===== src/sv/tpaf_pkg.sv =====
// ----------------------------------------------------------------------------
// tpaf_pkg
// Shared types and constants of the TRIAC phase-angle firing controller.
// ----------------------------------------------------------------------------
package tpaf_pkg;

    localparam int DELAY_W    = 16;
    localparam int TIMEOUT_W  = 17;
    localparam int COUNT_W    = 32;
    localparam int TEST_REM_W = 26;
    localparam int CFG_DATA_W = 17;

    localparam logic [DELAY_W-1:0]    PULSE_WIDTH_RST   = 16'd100;
    localparam logic [DELAY_W-1:0]    HALF_CYCLE_RST    = 16'd10000;
    localparam logic [DELAY_W-1:0]    MIN_FIRE_RST      = 16'd50;
    localparam logic [TIMEOUT_W-1:0]  ALIVE_TIMEOUT_RST = 17'd100000;
    localparam logic [DELAY_W-1:0]    FIRE_DELAY_RST    = 16'd10000;
    localparam logic [TEST_REM_W-1:0] TICKS_PER_MS      = 26'd1000;

    typedef enum logic [1:0] {
        OP_TICK       = 2'd0,
        OP_ZERO_CROSS = 2'd1,
        OP_SET_DELAY  = 2'd2,
        OP_TEST       = 2'd3
    } opcode_t;

    typedef enum logic [1:0] {
        CFG_PULSE_WIDTH   = 2'd0,
        CFG_HALF_CYCLE    = 2'd1,
        CFG_MIN_FIRE      = 2'd2,
        CFG_ALIVE_TIMEOUT = 2'd3
    } cfg_index_t;

    typedef struct packed {
        logic [DELAY_W-1:0]   pulse_width_us;
        logic [DELAY_W-1:0]   half_cycle_us;
        logic [DELAY_W-1:0]   min_fire_delay_us;
        logic [TIMEOUT_W-1:0] alive_timeout_us;
    } cfg_t;

    typedef struct packed {
        opcode_t            opcode;
        logic [DELAY_W-1:0] value;
    } item_t;

    typedef struct packed {
        logic               gate;
        logic               mains_alive;
        logic [COUNT_W-1:0] zero_cross_count;
        logic [DELAY_W-1:0] delay_in_use;
        logic               test_active;
    } result_t;

endpackage


===== src/sv/tpaf_cfg_regs.sv =====
// ----------------------------------------------------------------------------
// tpaf_cfg_regs
// Configuration register file, written through the plain write port.
// ----------------------------------------------------------------------------
module tpaf_cfg_regs (
    input  logic                            aclk,
    input  logic                            aresetn,
    input  logic                            cfg_wr_en,
    input  logic [1:0]                      cfg_index,
    input  logic [tpaf_pkg::CFG_DATA_W-1:0] cfg_wdata,
    output tpaf_pkg::cfg_t                  cfg
);

    tpaf_pkg::cfg_t cfg_reg;
    tpaf_pkg::cfg_t cfg_next;

    always_comb begin
        cfg_next = cfg_reg;
        if (cfg_wr_en) begin
            unique case (tpaf_pkg::cfg_index_t'(cfg_index))
                tpaf_pkg::CFG_PULSE_WIDTH: begin
                    cfg_next.pulse_width_us = cfg_wdata[tpaf_pkg::DELAY_W-1:0];
                end
                tpaf_pkg::CFG_HALF_CYCLE: begin
                    cfg_next.half_cycle_us = cfg_wdata[tpaf_pkg::DELAY_W-1:0];
                end
                tpaf_pkg::CFG_MIN_FIRE: begin
                    cfg_next.min_fire_delay_us = cfg_wdata[tpaf_pkg::DELAY_W-1:0];
                end
                tpaf_pkg::CFG_ALIVE_TIMEOUT: begin
                    cfg_next.alive_timeout_us = cfg_wdata;
                end
                default: begin
                    cfg_next = cfg_reg;
                end
            endcase
        end
    end

    always_ff @(posedge aclk) begin
        if (!aresetn) begin
            cfg_reg.pulse_width_us    <= tpaf_pkg::PULSE_WIDTH_RST;
            cfg_reg.half_cycle_us     <= tpaf_pkg::HALF_CYCLE_RST;
            cfg_reg.min_fire_delay_us <= tpaf_pkg::MIN_FIRE_RST;
            cfg_reg.alive_timeout_us  <= tpaf_pkg::ALIVE_TIMEOUT_RST;
        end else begin
            cfg_reg <= cfg_next;
        end
    end

    assign cfg = cfg_reg;

endmodule


===== src/sv/tpaf_in_stage.sv =====
// ----------------------------------------------------------------------------
// tpaf_in_stage
// Input register: captures one item per transfer, drains into the engine.
// ----------------------------------------------------------------------------
module tpaf_in_stage (
    input  logic                         aclk,
    input  logic                         aresetn,
    input  logic                         s_valid,
    output logic                         s_ready,
    input  logic [1:0]                   s_opcode,
    input  logic [tpaf_pkg::DELAY_W-1:0] s_value,
    input  logic                         take,
    output logic                         item_valid,
    output tpaf_pkg::item_t              item
);

    logic            valid_reg;
    logic            valid_next;
    tpaf_pkg::item_t item_reg;
    logic            s_xfer;

    assign s_ready = !valid_reg || take;
    assign s_xfer  = s_valid && s_ready;

    always_comb begin
        valid_next = valid_reg;
        if (s_xfer) begin
            valid_next = 1'b1;
        end else if (take) begin
            valid_next = 1'b0;
        end
    end

    always_ff @(posedge aclk) begin
        if (!aresetn) begin
            valid_reg <= 1'b0;
        end else begin
            valid_reg <= valid_next;
        end
    end

    always_ff @(posedge aclk) begin
        if (s_xfer) begin
            item_reg.opcode <= tpaf_pkg::opcode_t'(s_opcode);
            item_reg.value  <= s_value;
        end
    end

    assign item_valid = valid_reg;
    assign item       = item_reg;

endmodule


===== src/sv/tpaf_engine.sv =====
// ----------------------------------------------------------------------------
// tpaf_engine
// Controller state, single-pass event update and result register.
// ----------------------------------------------------------------------------
module tpaf_engine (
    input  logic              aclk,
    input  logic              aresetn,
    input  tpaf_pkg::cfg_t    cfg,
    input  logic              item_valid,
    input  tpaf_pkg::item_t   item,
    output logic              take,
    input  logic              m_ready,
    output logic              m_valid,
    output tpaf_pkg::result_t result
);

    localparam int DW = tpaf_pkg::DELAY_W;
    localparam int TW = tpaf_pkg::TIMEOUT_W;
    localparam int CW = tpaf_pkg::COUNT_W;
    localparam int RW = tpaf_pkg::TEST_REM_W;

    logic [DW-1:0] fire_delay_reg,  fire_delay_next;
    logic [CW-1:0] count_reg,       count_next;
    logic [TW-1:0] since_reg,       since_next;
    logic [DW-1:0] fire_rem_reg,    fire_rem_next;
    logic          fire_armed_reg,  fire_armed_next;
    logic [DW-1:0] pulse_rem_reg,   pulse_rem_next;
    logic          pulse_armed_reg, pulse_armed_next;
    logic [RW-1:0] test_rem_reg,    test_rem_next;
    logic          test_mode_reg,   test_mode_next;
    logic          gate_reg,        gate_next;
    logic          res_valid_reg,   res_valid_next;
    tpaf_pkg::result_t result_reg,  result_next;
    logic          step;

    assign take = !res_valid_reg || m_ready;
    assign step = item_valid && take;

    always_comb begin
        fire_delay_next  = fire_delay_reg;
        count_next       = count_reg;
        since_next       = since_reg;
        fire_rem_next    = fire_rem_reg;
        fire_armed_next  = fire_armed_reg;
        pulse_rem_next   = pulse_rem_reg;
        pulse_armed_next = pulse_armed_reg;
        test_rem_next    = test_rem_reg;
        test_mode_next   = test_mode_reg;
        gate_next        = gate_reg;

        unique case (item.opcode)
            tpaf_pkg::OP_TICK: begin
                if (since_reg < cfg.alive_timeout_us) begin
                    since_next = since_reg + TW'(1);
                end
                // pulse countdown
                if (pulse_armed_reg) begin
                    if (pulse_rem_reg <= DW'(1)) begin
                        pulse_rem_next   = '0;
                        pulse_armed_next = 1'b0;
                        if (!test_mode_reg) begin
                            gate_next = 1'b0;
                        end
                    end else begin
                        pulse_rem_next = pulse_rem_reg - DW'(1);
                    end
                end
                // fire countdown; a new pulse overrides the pulse update
                if (fire_armed_reg) begin
                    if (fire_rem_reg <= DW'(1)) begin
                        fire_rem_next   = '0;
                        fire_armed_next = 1'b0;
                        if (!test_mode_reg) begin
                            gate_next        = 1'b1;
                            pulse_rem_next   = cfg.pulse_width_us;
                            pulse_armed_next = 1'b1;
                        end
                    end else begin
                        fire_rem_next = fire_rem_reg - DW'(1);
                    end
                end
                // test end
                if (test_mode_reg) begin
                    if (test_rem_reg <= RW'(1)) begin
                        test_rem_next  = '0;
                        test_mode_next = 1'b0;
                        gate_next      = 1'b0;
                    end else begin
                        test_rem_next = test_rem_reg - RW'(1);
                    end
                end
            end
            tpaf_pkg::OP_ZERO_CROSS: begin
                count_next = count_reg + CW'(1);
                since_next = '0;
                if (fire_delay_reg < cfg.half_cycle_us) begin
                    fire_rem_next   = (fire_delay_reg < cfg.min_fire_delay_us) ?
                                      cfg.min_fire_delay_us : fire_delay_reg;
                    fire_armed_next = 1'b1;
                end
            end
            tpaf_pkg::OP_SET_DELAY: begin
                fire_delay_next = (item.value > cfg.half_cycle_us) ?
                                  cfg.half_cycle_us : item.value;
            end
            tpaf_pkg::OP_TEST: begin
                fire_rem_next    = '0;
                fire_armed_next  = 1'b0;
                pulse_rem_next   = '0;
                pulse_armed_next = 1'b0;
                if (item.value == '0) begin
                    test_mode_next = 1'b0;
                    test_rem_next  = '0;
                    gate_next      = 1'b0;
                end else begin
                    test_mode_next = 1'b1;
                    test_rem_next  = RW'(item.value) * tpaf_pkg::TICKS_PER_MS;
                    gate_next      = 1'b1;
                end
            end
            default: begin
                gate_next = gate_reg;
            end
        endcase

        result_next.gate             = gate_next;
        result_next.mains_alive      = since_next < cfg.alive_timeout_us;
        result_next.zero_cross_count = count_next;
        result_next.delay_in_use     = fire_delay_next;
        result_next.test_active      = test_mode_next;

        res_valid_next = res_valid_reg;
        if (step) begin
            res_valid_next = 1'b1;
        end else if (m_ready) begin
            res_valid_next = 1'b0;
        end
    end

    always_ff @(posedge aclk) begin
        if (!aresetn) begin
            fire_delay_reg  <= tpaf_pkg::FIRE_DELAY_RST;
            count_reg       <= '0;
            since_reg       <= '0;
            fire_rem_reg    <= '0;
            fire_armed_reg  <= 1'b0;
            pulse_rem_reg   <= '0;
            pulse_armed_reg <= 1'b0;
            test_rem_reg    <= '0;
            test_mode_reg   <= 1'b0;
            gate_reg        <= 1'b0;
            res_valid_reg   <= 1'b0;
        end else begin
            if (step) begin
                fire_delay_reg  <= fire_delay_next;
                count_reg       <= count_next;
                since_reg       <= since_next;
                fire_rem_reg    <= fire_rem_next;
                fire_armed_reg  <= fire_armed_next;
                pulse_rem_reg   <= pulse_rem_next;
                pulse_armed_reg <= pulse_armed_next;
                test_rem_reg    <= test_rem_next;
                test_mode_reg   <= test_mode_next;
                gate_reg        <= gate_next;
            end
            res_valid_reg <= res_valid_next;
        end
    end

    always_ff @(posedge aclk) begin
        if (step) begin
            result_reg <= result_next;
        end
    end

    assign m_valid = res_valid_reg;
    assign result  = result_reg;

endmodule


===== src/sv/triac_phase_angle_firing.sv =====
// ----------------------------------------------------------------------------
// triac_phase_angle_firing
// Phase-angle TRIAC gate controller driven by tick, zero-cross, delay and
// test events.
// Path: input register, then result register after a single update pass.
// Throughput: one item per cycle, set by the one-pass state update, while
// m_ready does not stall the result.
// Reset: synchronous, active low; state and registers take their defaults,
// both channels empty.
// ----------------------------------------------------------------------------
module triac_phase_angle_firing (
    input  logic                            aclk,
    input  logic                            aresetn,
    input  logic                            cfg_wr_en,
    input  logic [1:0]                      cfg_index,
    input  logic [tpaf_pkg::CFG_DATA_W-1:0] cfg_wdata,
    input  logic                            s_valid,
    output logic                            s_ready,
    input  logic [1:0]                      s_opcode,
    input  logic [tpaf_pkg::DELAY_W-1:0]    s_value,
    output logic                            m_valid,
    input  logic                            m_ready,
    output logic                            m_gate,
    output logic                            m_mains_alive,
    output logic [tpaf_pkg::COUNT_W-1:0]    m_zero_cross_count,
    output logic [tpaf_pkg::DELAY_W-1:0]    m_delay_in_use,
    output logic                            m_test_active
);

    tpaf_pkg::cfg_t    cfg;
    tpaf_pkg::item_t   item;
    tpaf_pkg::result_t result;
    logic              item_valid;
    logic              take;

    tpaf_cfg_regs u_cfg_regs (
        .aclk      (aclk),
        .aresetn   (aresetn),
        .cfg_wr_en (cfg_wr_en),
        .cfg_index (cfg_index),
        .cfg_wdata (cfg_wdata),
        .cfg       (cfg)
    );

    tpaf_in_stage u_in_stage (
        .aclk       (aclk),
        .aresetn    (aresetn),
        .s_valid    (s_valid),
        .s_ready    (s_ready),
        .s_opcode   (s_opcode),
        .s_value    (s_value),
        .take       (take),
        .item_valid (item_valid),
        .item       (item)
    );

    tpaf_engine u_engine (
        .aclk       (aclk),
        .aresetn    (aresetn),
        .cfg        (cfg),
        .item_valid (item_valid),
        .item       (item),
        .take       (take),
        .m_ready    (m_ready),
        .m_valid    (m_valid),
        .result     (result)
    );

    assign m_gate             = result.gate;
    assign m_mains_alive      = result.mains_alive;
    assign m_zero_cross_count = result.zero_cross_count;
    assign m_delay_in_use     = result.delay_in_use;
    assign m_test_active      = result.test_active;

endmodule


===== config.mk =====
export PLATFORM = sky130hd
export DESIGN_NAME = triac_phase_angle_firing
export DESIGN_NICKNAME = d
export VERILOG_FILES = /design/src/sv/tpaf_pkg.sv /design/src/sv/tpaf_cfg_regs.sv /design/src/sv/tpaf_in_stage.sv /design/src/sv/tpaf_engine.sv /design/src/sv/triac_phase_angle_firing.sv
export SDC_FILE = /design/constraint.sdc
export NUM_CORES = 1
export LEC_CHECK = 0
export BUFFER_PORTS_ARGS = -buffer_cell sky130_fd_sc_hd__buf_2
export CORE_UTILIZATION = 31
export DETAILED_ROUTE_END_ITERATION = 6
export GPL_TIMING_DRIVEN = 1
export PLACE_DENSITY_LB_ADDON = 0.05
export SLEW_MARGIN = 20
export SYNTH_ARGS = -nofsm -noshare
export SYNTH_HDL_FRONTEND = slang
export SYNTH_SLANG_ARGS = --single-unit

===== constraint.sdc =====
create_clock -name aclk -period 4.2 [get_ports aclk]
set_clock_uncertainty 0.05 [all_clocks]
set_input_delay 0.84 -clock aclk [delete_from_list [all_inputs] [get_ports aclk]]
set_output_delay 0.84 -clock aclk [all_outputs]
set_load 0.01 [all_outputs]

## Word level (Yosys, flattened, before mapping)

Index checks and enable logic that the tools add are counted.

- ROM bits: 0
- Register bits after elaboration: 263
- Bits in writable memories: 0
- Bits in latches: 0
- Memories: 0
- Word-level logic and storage cells: 114

- Add/subtract/negate cells: 5
- Reduce and logical (&&, ||, !) cells: 21
- Muxes and demuxes: 47
- Divide/modulo/power cells: 0
- Order comparisons: 8
- Shift operators: 0
- Multipliers: 1
- Equal/unequal tests: 9
- Bitwise logic cells: 0

Operators with widths:

| cell | count |
|---|---|
| $mux 16 | 11 |
| $mux 26 | 3 |
| $pmux 26 s2 | 1 |
| $pmux 16 s3 | 1 |
| $lt 17x17->1 | 2 |
| $pmux 17 s2 | 1 |
| $add 32x1->32 const B | 1 |
| $le 16x1->1 const B | 2 |
| $lt 16x16->1 | 2 |
| $mux 32 | 1 |
| $pmux 16 s2 | 1 |
| $sub 16x1->16 const B | 2 |
| $le 26x1->1 const B | 1 |
| $sub 26x1->26 const B | 1 |
| $mul 16x7->23 const B | 1 |
| $mux 1 | 23 |
| $add 17x1->17 const B | 1 |
| $mux 17 | 1 |
| $gt 16x16->1 | 1 |
| $logic_not 16->1 | 1 |
| $reduce_and 2->1 | 5 |
| $eq 2x2->1 const B | 4 |
| $ne 2x1->1 const B | 3 |
| $pmux 1 s2 | 3 |
| other kinds (10) | 18 |

## Longest topological paths before layout

- Word-level depth: 9
- Gate-level depth with buffers: 17
- Mapped depth without buffers: 17

## Hierarchy

A second synthesis with hierarchy kept.

- Cell total of the unflattened synthesis: 1,964
- Area, all modules: 17,620.6 µm²

By module, submodules not included:

| module | area each (µm²) | instances | cells an instance | seq. area each (µm²) |
|---|---|---|---|---|
| tpaf_engine | 14,485.1 | 1 | 1,694 | 4,093.9 |
| tpaf_cfg_regs | 2,537.4 | 1 | 247 | 1,301.2 |
| tpaf_in_stage | 598.1 | 1 | 23 | 560.5 |

## Worst setup path before layout

Ideal clock, no wire load.

- Path kind: reg2reg
- Start point: register u_in_stage.item_reg, in the netlist u_in_stage.item[2]
- End point: register u_engine.test_rem_reg[25]
- Buffers on the path: 0
- Path slack: -0.384 ns
- Stages on the path, launching flop included: 15
- Clock period less this slack: 4.584 ns
- Arrival time: 4.409 ns
- Library setup time: 0.125 ns
- Cell sequence: edfxtp_1 inv_1 fa_1 fa_1 fa_1 fa_1 inv_1 ha_1 nand3_1 o211ai_1 a21oi_1 a31oi_1 o21bai_1 and4_1 o41a_1

- Word-level cells in the longest chain between the ends: 3
- Elaborated cells between the ends (all ways): 4

Ends and longest elaborated chain:

| item | RTL line | RTL |
|---|---|---|
| from (decl) | tpaf_in_stage.sv:19 | `tpaf_pkg::item_t item_reg;` |
| $mul 16x7->23 / $logic_not 16->1 (equally long branches) | tpaf_engine.sv:117, tpaf_engine.sv:111 |  |
| $mux 26 * | tpaf_engine.sv:111 | `if (item.value == '0) begin` |
| $pmux 26 s2 * | tpaf_engine.sv:51 | `unique case (item.opcode)` |
| to (signal assigned) | tpaf_engine.sv:162 | `test_rem_reg <= test_rem_next;` |
| to (decl) | tpaf_engine.sv:29 | `logic [RW-1:0] test_rem_reg, test_rem_next;` |

Mark *: on every way between the ends. The rest lies on a longest branch, timed or not.
A chain may end at the register's enable or synchronous reset.

## Worst setup path after layout

Ends and elaborated chain as after synthesis.

==> flow_metrics.env <==
export IMPL_path_class="flop to flop"
export IMPL_via_per_inst=5.08
export IMPL_wl_per_cell_um=18.5
export IMPL_cp_max_fo=5
export IMPL_wirelength_um=54700
export IMPL_drtAntennaViolNets=0
export IMPL_p_per_area_nw_per_um2=488
export IMPL_nFillCells=5782
export IMPL_final_nets=2429
export IMPL_hold_class="flop to flop"
export IMPL_die_y_um=238
export IMPL_synth_top_flop_cell="dfxtp_1"
export IMPL_routabilityCongestion=0.815
export IMPL_layout_commonest_cell="nand2_1"
export IMPL_outcome="complete, but fails checks"
export IMPL_syn_area_per_cell_um2=8.65
export IMPL_synth_async_sr_flop_share_pct=0
export IMPL_syn_nets=2241
export IMPL_overflow=0
export IMPL_fmax_mhz=236
export IMPL_syn_area_um2=17300
export IMPL_cts_tree="yes"
export IMPL_hold_worst_slack_ns=0.403
export IMPL_rows=86
export IMPL_worst_slack_ns=-0.0313
export IMPL_area_growth_pct=21.1
export IMPL_numCtsBuffers=36
export IMPL_cap_violations=0
export IMPL_ff2ff_setup_slack_ns=-0.03
export IMPL_root_buffer="clkbuf_16"
export IMPL_yosys_warnings=0
export IMPL_clock_path_buffers=3
export IMPL_dp_hpwl_um=41000
export IMPL_fin_util_pct=37.9
export IMPL_antenna_found_initial=0
export IMPL_grt_pass1_vias=14700
export IMPL_cp_arrival_ns=4.60
export IMPL_coreArea_um2=55100
export IMPL_endpoint_kind="flop"
export IMPL_drt_iter0_markers=788
export IMPL_syn_inst=1994
export IMPL_insertion_delay_ns=0.55
export IMPL_detailedPlace_worstSlack_ns=-0.265
export IMPL_min_path_cells=2
export IMPL_track_usage_pct=19.3
export IMPL_most_common_layout_cells="nand2_1 (246), dfxtp_1 (194), a21oi_1 (159)"
export IMPL_clock_sinks=263
export IMPL_dpl_cell_count=2874
export IMPL_layout_cells_non_filler=2956
export IMPL_htreeDepth=2
export IMPL_holdPathEnd="u_cfg_regs.cfg[50]"
export IMPL_ys_seq_area_share_pct=34.5
export IMPL_die_width_um=238
export IMPL_synth_seq_cells=263
export IMPL_synth_edf_count=69
export IMPL_vdd_ir_drop_max_uv=302
export IMPL_grt_pass1_wl_um=85200
export IMPL_period_needed_ns=4.23
export IMPL_drive_above_1_share_pct=17.8
export IMPL_r2r_cells=14
export IMPL_p_total_mw=10.2
export IMPL_route_vias_total=15000
export IMPL_io_buffers=94
export IMPL_timing_rr_start="u_in_stage.item[2]"
export IMPL_cellLeakagePower_nw=8.58
export IMPL_synthDistinctLibCells=81
export IMPL_min_delay_start="u_cfg_regs.cfg[50]"
export IMPL_violations="setup timing"
export IMPL_largest_register_ffs=65
export IMPL_fin_crit_sh_pct=101
export IMPL_max_slew_margin_pct=41.3
export IMPL_finalSetupViolations=1
export IMPL_grt_start_max_net_pins=52
export IMPL_drc_errors=0
export IMPL_io_pins=95
export IMPL_design_die_area_um2=56600
export IMPL_crit_required_ns=4.57
export IMPL_r2r_end="u_engine.test_rem_reg[25]"
export IMPL_clk_pin_slew_ns=0.06
export IMPL_diodes=0
export IMPL_finalHoldViolations=0
export IMPL_dr_pass1_iters=5
export IMPL_worst_pin_slew_ns=0.881
export IMPL_rsz0062_at_grt="yes"
export IMPL_report_final_slew_viol_count=0
export IMPL_start_util_pct=31.3
export IMPL_start_kind="flop"
## cells in the mapped netlist (5+ instances only)
library cell	number	share of area, %
a2111oi_0	6	0.30
a211oi_1	6	0.26
a21o_1	17	0.74
a21oi_1	164	4.8
a221oi_1	9	0.46
a22o_1	8	0.41
a22oi_1	10	0.44
a31oi_1	18	0.65
a32oi_1	7	0.36
and2_1	12	0.44
and3_1	18	0.65
and4_1	10	0.51
buf_2	16	0.46
clkbuf_1	69	1.5
dfxtp_1	194	23
edfxtp_1	69	12
fa_1	54	6.3
ha_1	151	11
inv_1	159	3.5
mux2i_1	34	2.0
nand2_1	247	5.4
nand2b_1	11	0.40
nand3_1	67	1.9
nand3b_1	5	0.22
nand4_1	32	1.2
nor2_1	143	3.1
nor2b_1	10	0.36
nor3_1	51	1.5
nor3b_1	7	0.30
nor4_1	17	0.62
o211ai_1	29	1.3
o21a_1	10	0.44
o21ai_0	113	3.3
o21ai_1	5	0.14
o21bai_1	5	0.22
o221ai_1	5	0.25
o22ai_1	12	0.44
o31ai_1	7	0.30
or3_1	20	0.73
or4_1	10	0.44
xnor2_1	41	2.1
xor2_1	36	1.8
## timing repair
action | in CTS | in global routing
endpoints found under the hold margin | 0 | 0
hold buffers | 0 | 0
resized for setup | 19 | 34
endpoints found under the setup margin | 10 | 13
buffers inserted | 9 | 10
gates cloned | 0 | 0
pin swaps | 18 | 32
## metrics by stage
step                cell area (um2)  TNS (ns)
global placement              19300    -0.947
CTS                           20700   -0.0564
global route                  20900     -1.60
floorplan                     17300    -0.104
detailed placement            19300     -1.62
finish                        20900   -0.0313
## report_power, final
part | switching, mW | leakage (nW) | internal, mW
clock network | 1.22 | 0.579 | 1.87
registers | 0.0877 | 2.20 | 2.70
logic | 2.34 | 5.80 | 1.98
total | 3.64 | 8.58 | 6.55
## final cells by class
class,instances,area [um2],area share (%)
Timing Repair Buffer,246,1620,7.74
Clock inverter,15,164,0.784
Multi-Input combinational cell,1476,10600,50.8
Clock buffer,49,1010,4.84
Inverter,159,606,2.90
Tap cell,748,936,4.48
Sequential cell,263,5960,28.5
## worst max-delay path, cell delays in order (launching register included)
cell and delay, ns:
edfxtp_1 0.41, inv_2 0.08, fa_1 0.55, fa_1 0.43
fa_1 0.45, fa_1 0.50, inv_2 0.05, ha_4 0.30
nand3_2 0.07, o211ai_1 0.27, a21oi_2 0.13, a31oi_4 0.21
o21bai_1 0.10, and4_1 0.20, o41a_1 0.30
## worst max-delay path by stage
| stage | start | end | depth (start not counted) |
|---|---|---|---|
| 2_1_floorplan | u_in_stage.item[2] | u_engine.test_rem_reg[25] | 14 |
| 3_3_place_gp | u_in_stage.item[2] | u_engine.test_rem_reg[24] | 14 |
| 3_5_place_dp | u_in_stage.item[2] | u_engine.test_rem_reg[23] | 14 |
| 4_1_cts | u_in_stage.item[2] | u_engine.test_rem_reg[25] | 14 |
| 5_1_grt | u_in_stage.item[2] | u_engine.test_rem_reg[25] | 14 |
| 6_report | u_in_stage.item[2] | u_engine.test_rem_reg[25] | 14 |
## per-layer routing
layer	share of wire (%)	wire length (um)	GRT usage, %
met1	49	26900	27.1
met5	0	0	0
met4	1.8	974	4.99
met3	3.1	1710	2.15
met2	46	25100	31.5
## cell families (layout without fill, tap and decap cells)
logic type                 after synthesis  count (layout)  share of synthesized area (%)
buffers and inverters                  255             469                           5.92
and+or+nand+nor                        690             690                           19.6
xor gates and xnor gates                77              77                           3.91
muxes                                   38              38                           2.23
AOI/OAI and AO/OA                      466             466                           16.6
adders and majority gates              205             205                           17.2
DFF                                    263             263                           34.5
Power figures use the tool's default switching activity.
